## src/triangle_circumcenter_assert.svh

```systemverilog
// ----------------------------------------------------------------------------
// Assertion macros for triangle_circumcenter
// Concurrent checks that compile away when ASSERT_OFF is defined.
// ----------------------------------------------------------------------------
`ifndef TRIANGLE_CIRCUMCENTER_ASSERT_SVH
`define TRIANGLE_CIRCUMCENTER_ASSERT_SVH
`ifndef ASSERT_OFF
`define TCC_ASSERT(lbl, clk, rst_n, prop) \
	lbl: assert property (@(posedge clk) disable iff (!rst_n) prop) \
		else $error("tcc assertion failed");
`define TCC_IMPLIES(lbl, clk, rst_n, a, b) \
	lbl: assert property (@(posedge clk) disable iff (!rst_n) (a) |-> (b)) \
		else $error("tcc implication failed");
`else
`define TCC_ASSERT(lbl, clk, rst_n, prop)
`define TCC_IMPLIES(lbl, clk, rst_n, a, b)
`endif
`endif

```

## src/tcc_pkg.sv

```systemverilog
// ----------------------------------------------------------------------------
// tcc_pkg
// Shared constants and types of the circumcenter pipeline.
// ----------------------------------------------------------------------------
package tcc_pkg;
	localparam int COORD_W_DEF = 16;
	localparam int QUOT_W      = 32;
	localparam int LIMIT_W     = 21;
	localparam int LIMIT_RESET = 1;

	typedef logic [LIMIT_W-1:0] limit_t;

	typedef struct packed {
		logic deg;
		logic ovf_x;
		logic ovf_y;
		logic neg_x;
		logic neg_y;
	} tcc_meta_t;
endpackage

```

## src/tcc_div_step.sv

```systemverilog
// ----------------------------------------------------------------------------
// tcc_div_step
// One registered restoring-division step for both center coordinates.
// ----------------------------------------------------------------------------
module tcc_div_step #(
	parameter int RW    = 69,
	parameter int D_W   = 36,
	parameter int SHIFT = 0
) (
	input  logic                          clk,
	input  logic                          arst_n,
	input  logic                          en,
	input  logic                          in_valid,
	input  logic [RW-1:0]                 in_rx,
	input  logic [RW-1:0]                 in_ry,
	input  logic [tcc_pkg::QUOT_W-1:0]    in_qx,
	input  logic [tcc_pkg::QUOT_W-1:0]    in_qy,
	input  logic [D_W-1:0]                in_den,
	input  tcc_pkg::tcc_meta_t            in_meta,
	output logic                          out_valid,
	output logic [RW-1:0]                 out_rx,
	output logic [RW-1:0]                 out_ry,
	output logic [tcc_pkg::QUOT_W-1:0]    out_qx,
	output logic [tcc_pkg::QUOT_W-1:0]    out_qy,
	output logic [D_W-1:0]                out_den,
	output tcc_pkg::tcc_meta_t            out_meta
);
	import tcc_pkg::*;

	logic [RW:0] dx, dy, sd;

	always_comb begin
		sd = (RW+1)'(in_den) << SHIFT;
		dx = {1'b0, in_rx} - sd;
		dy = {1'b0, in_ry} - sd;
	end

	always_ff @(posedge clk or negedge arst_n) begin
		if (!arst_n) begin
			out_valid <= 1'b0;
		end else if (en) begin
			out_valid <= in_valid;
		end
	end

	always_ff @(posedge clk) begin
		if (en) begin
			out_rx   <= dx[RW] ? in_rx : dx[RW-1:0];
			out_ry   <= dy[RW] ? in_ry : dy[RW-1:0];
			out_qx   <= in_qx | (dx[RW] ? '0 : (QUOT_W'(1) << SHIFT));
			out_qy   <= in_qy | (dy[RW] ? '0 : (QUOT_W'(1) << SHIFT));
			out_den  <= in_den;
			out_meta <= in_meta;
		end
	end
endmodule

```

## config.mk

```make
export PLATFORM = sky130hd
export DESIGN_NAME = tcc_div_step
export DESIGN_NICKNAME = d
export VERILOG_FILES = /design/src/triangle_circumcenter_assert.svh /design/src/tcc_pkg.sv /design/src/tcc_div_step.sv
export SDC_FILE = /design/constraint.sdc
export NUM_CORES = 1
export LEC_CHECK = 0
export ABC_AREA = 1
export CAP_MARGIN = 20
export CORE_AREA = 2 2 189 376
export DETAILED_ROUTE_END_ITERATION = 8
export DIE_AREA = 0 0 191 378
export DONT_BUFFER_PORTS = 1
export GPL_ROUTABILITY_DRIVEN = 0
export PLACE_DENSITY = 0.5
export SYNTH_ARGS = -nofsm -noshare
export SYNTH_HDL_FRONTEND = slang
export SYNTH_SLANG_ARGS = --single-unit
```

## constraint.sdc

```tcl
create_clock -name clk -period 2.6 [get_ports clk]
set_clock_uncertainty 0.15 [all_clocks]
set_input_delay 0.39 -clock clk [delete_from_list [all_inputs] [get_ports clk]]
set_output_delay 0.39 -clock clk [all_outputs]
set_load 0.01 [all_outputs]
```

# --- Word-level counts from Yosys, hierarchy flattened ---
# Cells that the tools add are included.
word_totals:
  output_inout_bits: 244
  mem_bits_ro: 0
  latchBits: 0
  regBits: 244
  mem_bits_rw: 0
  inputBits: 247
  memories: 0
  word_cells: 19
op_classes:
  n_mul: 0
  mux: 4
  bitwise: 2
  n_reduce_logical: 0
  magnitude_cmp: 0
  add_sub_neg: 2
  shifts: 0
  div_mod_pow: 0
  n_eq_ne: 0
ops:
  columns: ["cell", "n"]
  rows:
  - ["$sub A69 B36 Y70", 2]
  - ["$mux W69", 2]
  - ["$or A32 B1 Y32", 2]
  - ["$mux W1", 2]

# --- Longest topological paths before layout ---
logic_depth:
  word_depth: 3
  ltp_mapped: 17
  depth_no_buf: 17

# --- Least setup slack after synthesis ---
# No wires, ideal clock.
synth_path:
  path_type: "input -> register"
  startpoint: "in in_rx[0]"
  endpoint: "reg out_rx[44], data pin"
  cell_stages: 13
  setup_time_ns: 0.260
  path_buffers: 0
  path_slack_ns: 0.131
  required_ns: 2.190
  arrival_time_ns: 2.058
  cell_sequence: "inv_1 ha_1 inv_1 fa_1 nand3_1 nand2_1 nand3_1 nand3b_1 nand2_1 nand2_1 a21oi_1 and2_1 o21ai_0"
synth_between:
  elab_chain_cells: 2
synth_lines:
  columns: ["item", "line_no", "text"]
  rows:
  - ["start: declaration", "tcc_div_step.sv:14", "input logic [RW-1:0] in_rx,"]
  - ["$sub A69 B36 Y70", "tcc_div_step.sv:34", "dx = {1'b0, in_rx} - sd;"]
  - ["$mux W69", "tcc_div_step.sv:48", "out_rx <= dx[RW] ? in_rx : dx[RW-1:0];"]
  - ["end signal: assignment", "tcc_div_step.sv:48", null]
  - ["end: declaration", "tcc_div_step.sv:21", "output logic [RW-1:0] out_rx,"]
# No other way between the ends.
# A chain may end at the register's enable or synchronous reset.

# --- Worst setup path after layout ---
layout_path:
  startpoint: "in in_den[35]"
  endpoint: "reg out_ry[49], data pin"
layout_between:
  elab_chain_cells: 2
layout_lines:
  columns: ["item", "line_no", "text"]
  rows:
  - ["start: declaration", "tcc_div_step.sv:18", "input logic [D_W-1:0] in_den,"]
  - ["$sub A69 B36 Y70", "tcc_div_step.sv:35", "dy = {1'b0, in_ry} - sd;"]
  - ["$mux W69", "tcc_div_step.sv:49", "out_ry <= dy[RW] ? in_ry : dy[RW-1:0];"]
  - ["end signal: assignment", "tcc_div_step.sv:49", null]
  - ["end: declaration", "tcc_div_step.sv:22", "output logic [RW-1:0] out_ry,"]
# No other way between the ends.

==> metrics.md <==
| Metric | Value |
|---|---|
| Die Outline Area | `72200 um2` |
| # Post-CTS Setup Buffers | `0` |
| Synth cell types | `between 40 and 50` |
| Failing checks | `hold timing` |
| Pin count of the biggest net entering global routing | `245` |
| Period utilization | `96.6%` |
| Final WL | `between 70 and 80 mm` |
| Crit end category | `flop` |
| Final hold vios | `111` |
| Clock-pin transition on the worst setup and hold timing paths | `70 ps` |
| DRT iter0 DRCs | `1388` |
| Syn avg cell area | `7.40 um2` |
| I/O pins | `491` |
| Met3 Usage GRT | `5.78%` |
| Bufs on Longest Clock Path | `3` |
| Worst path slowest cell | `a21oi_1` |
| Compound-Gate Fraction of Synth Area | `8.61%` |
| Synthesis-stage register bit count | `approximately 240` |
| Max-slew violation count | `0` |
| Worst min path class | `input port to flop` |
| Ys async rst share | `less than 1%` |
| H-tree levels | `1` |
| Worst slew margin | `between 50% and 60%` |
| Die Span Y | `~380 um` |
| First-pass GRT wire length | `112 mm` |
| Worst Setup Path Type | `input port to flop` |
| Top post-synthesis cells by area | `edfxtp_1 (43%), nand2_1 (16%), inv_1 (8.0%)` |
| RSZ-0062 raised after global routing | `false` |
| Required time of the worst setup path | `2760 ps` |
| Num Clock Sinks | `between 200 and 250` |
| CTS Hold Buffers Added | `~250` |
| Core Region | `69400 um2` |
| Largest family of logic cells by synthesized area | `simple AND/OR/NAND/NOR gates` |
| PwrDens | `493 nW/um2` |
| Worst hold slack | `-156 ps` |
| Die X | `~190 um` |
| Post-DP HPWL | `62.6 mm` |
| Post-Synth Adder-Cell Area | `5.49%` |
| Syn_nets | `2640` |
| Ys flop type | `edfxtp_1` |
| GRT Overall Usage | `21.4%` |
| Met2 usage | `about a third` |
| Simple-gate area share of the yosys netlist | `30.9%` |
| Max Freq | `about 400 MHz` |
| Vias in the first global route | `17400` |
| Sequential area share after synthesis | `42.7%` |
| Final ANT Viol Nets | `0` |
| Worst-skew pair later-pin latency | `580 ps` |
| Syn Inst Count | `about 2300` |
| Fin crit period | `2510 ps` |
| Data arrival, critical path | `2670 ps` |
| Share of cells above drive strength 1 | `15.2%` |
| Final Non-Filler Cells | `3842` |
| Post-route cell area | `24000 um2` |
| GRT busiest layer | `met2` |
| Actual slew at the worst max-slew pin | `716 ps` |
| Final core occ | `around a third` |
| Sw Pwr | `around 3.8 mW` |
| Dpl cells | `3550` |
| Clock share of power | `30.6%` |
| Syn-to-layout area delta | `40.1%` |
| Leading area contributor after synthesis | `edfxtp_1` |
| Synth Area in XOR/XNOR | `3.17%` |
| Crit-path max cell delay | `460 ps` |
| Number of vias per cell | `4.58` |
| Switching Fraction | `31.9%` |
| Power share of the combinational group | `about a quarter` |
| Met1 Usage GRT | `a little over a quarter` |
| Max Cap Violations | `0` |
| Static Leak | `10.5 nW` |
| Grt ovf | `0` |
| Mapped Area | `about 17000 um2` |
| Post-CTS sizing | `0` |
| IO buf count | `0` |
| Crit Path Max Fanout | `6` |
| # setup viols final | `0` |
| Synth warnings | `0` |
| Initial Util | `approximately 25%` |
| Total clock buffers created by CTS | `24` |
| Mux cell area share after synthesis | `0.0656%` |
| Routed wire per std cell | `20.8 um` |
| Crit-path cells | `inv_1 -> buf_4 -> ha_1 -> nand2_2 -> nor2_1 -> nand2_1 -> nor2_1 -> nand2_1 -> a21oi_1 -> nor2_1 -> nand3b_1 -> nand2_1` |
| Post-synth top area share | `42.5%` |
| Status | `complete, but fails checks` |
| CTS tree | `done` |
| Internal power | `between 8 and 9 mW` |
| Number of synthesized flops with an enable pin | `243` |
| Count leader, synth | `nand2_1` |
| DP Area | `20800 um2` |
| Root Driver | `clkbuf_16` |
| Nets@finish | `3239` |
| Antenna violations before repair | `9` |
| Row count | `137` |
| Synth top cells by count | `nand2_1 (753), inv_1 (365), nor2_1 (285), edfxtp_1 (243), a21oi_1 (102)` |
| Reg power frac | `45.1%` |
| Vias | `17600` |
| Startpoint Class | `input port` |
| DRC viols | `0` |
| Maximum vdd ir drop | `0.000433 V` |
| Drt pass-1 iters | `5` |
==> registers in the layout, indices dropped and copies added (netlist names) <==
signal     cells
out_den       36
out_meta       5
out_qx        32
out_qy        32
out_rx        69
out_ry        69
out_valid      1
==> worst paths after layout <==
kind                                       startpoint                     to  slack, ps  cells after the start
worst min register to register  out_valid$_DFFE_PN0P_  out_valid$_DFFE_PN0P_        980                      2
worst max register to register  out_valid$_DFFE_PN0P_  out_valid$_DFFE_PN0P_       1100                      2
min in group asynchronous                      arst_n  out_valid$_DFFE_PN0P_        400                      2
max in group asynchronous                      arst_n  out_valid$_DFFE_PN0P_       1790                      2
worst min-delay path                               en   out_ry[11]$_DFFE_PP_       -160                      0
worst max-delay path                       in_den[35]   out_ry[49]$_DFFE_PP_         90                     12
==> routing by layer <==
metal	wire length (um)	share of wire (%)
met4	2560	3.2
met3	7880	9.9
met5	13	0.016
met2	35700	45
met1	33500	42
==> cells by family after synthesis <==
group | after synthesis
AOI/OAI and AO/OA | 266
xor gates and xnor gates | 62
adders and majority gates | 74
buffers and inverters | 395
DFF | 244
muxes | 1
and+or+nand+nor | 1277
==> power by group through the flow <==
stage                     clock [mW]  combinational [mW]  sequential [mW]
after floorplan                    0                1.30             5.25
after global placement             0                2.48             5.44
after detailed placement           0                2.48             5.42
after CTS                       3.72                2.86             5.35
after global routing            3.83                3.15             5.39
final                           3.62                2.88             5.34
==> metrics by stage <==
step           power, mW  TNS [ps]  hold slack [ps]  setup WS, ps
5_1_grt             12.4         0             -183          50.9
3_3_place_gp        7.92    -28560            -55.5          -401
6_report            11.8         0             -156          88.4
3_5_place_dp        7.90    -27140            -55.5          -405
4_1_cts             11.9         0             -220           202
2_1_floorplan       6.55         0            -55.6           131
==> critical path: cells and delay by family <==
kind	cells	cell delay, ps
simple gates	8	1130
compound gates	1	460
fa+ha+maj	1	390
buf+inv	2	300
==> final cells by class <==
class                      count  area (um2)
tap                          903        1130
clock buffer                  27         612
antenna                        3        7.51
sequential                   244        7320
fill                        7331       45400
timing repair buffer         594        5120
inverter                     374        1410
multi-input combinational   1680        8270
clock inverter                17         164
==> layout by cell type (no fill, tap or decap), types with 4 or more instances in the layout <==
| cell | count |
|---|---|
| or2_2 | 5 |
| a21oi_1 | 102 |
| buf_12 | 4 |
| o21ai_0 | 96 |
| nor4_1 | 4 |
| nor2_1 | 285 |
| clkbuf_16 | 24 |
| nand2_1 | 753 |
| nand3b_1 | 32 |
| edfxtp_1 | 243 |
| nand3_1 | 89 |
| nor2_2 | 5 |
| xnor2_1 | 56 |
| inv_2 | 6 |
| a21oi_2 | 31 |
| inv_1 | 365 |
| o21bai_1 | 5 |
| dlygate4sd3_1 | 245 |
| buf_4 | 345 |
| xor2_1 | 6 |
| o21ai_1 | 25 |
| and2_1 | 10 |
| nor3_1 | 43 |
| clkinv_1 | 5 |
| ha_1 | 72 |
| nand4_1 | 40 |
Power figures use the tool's default switching activity.
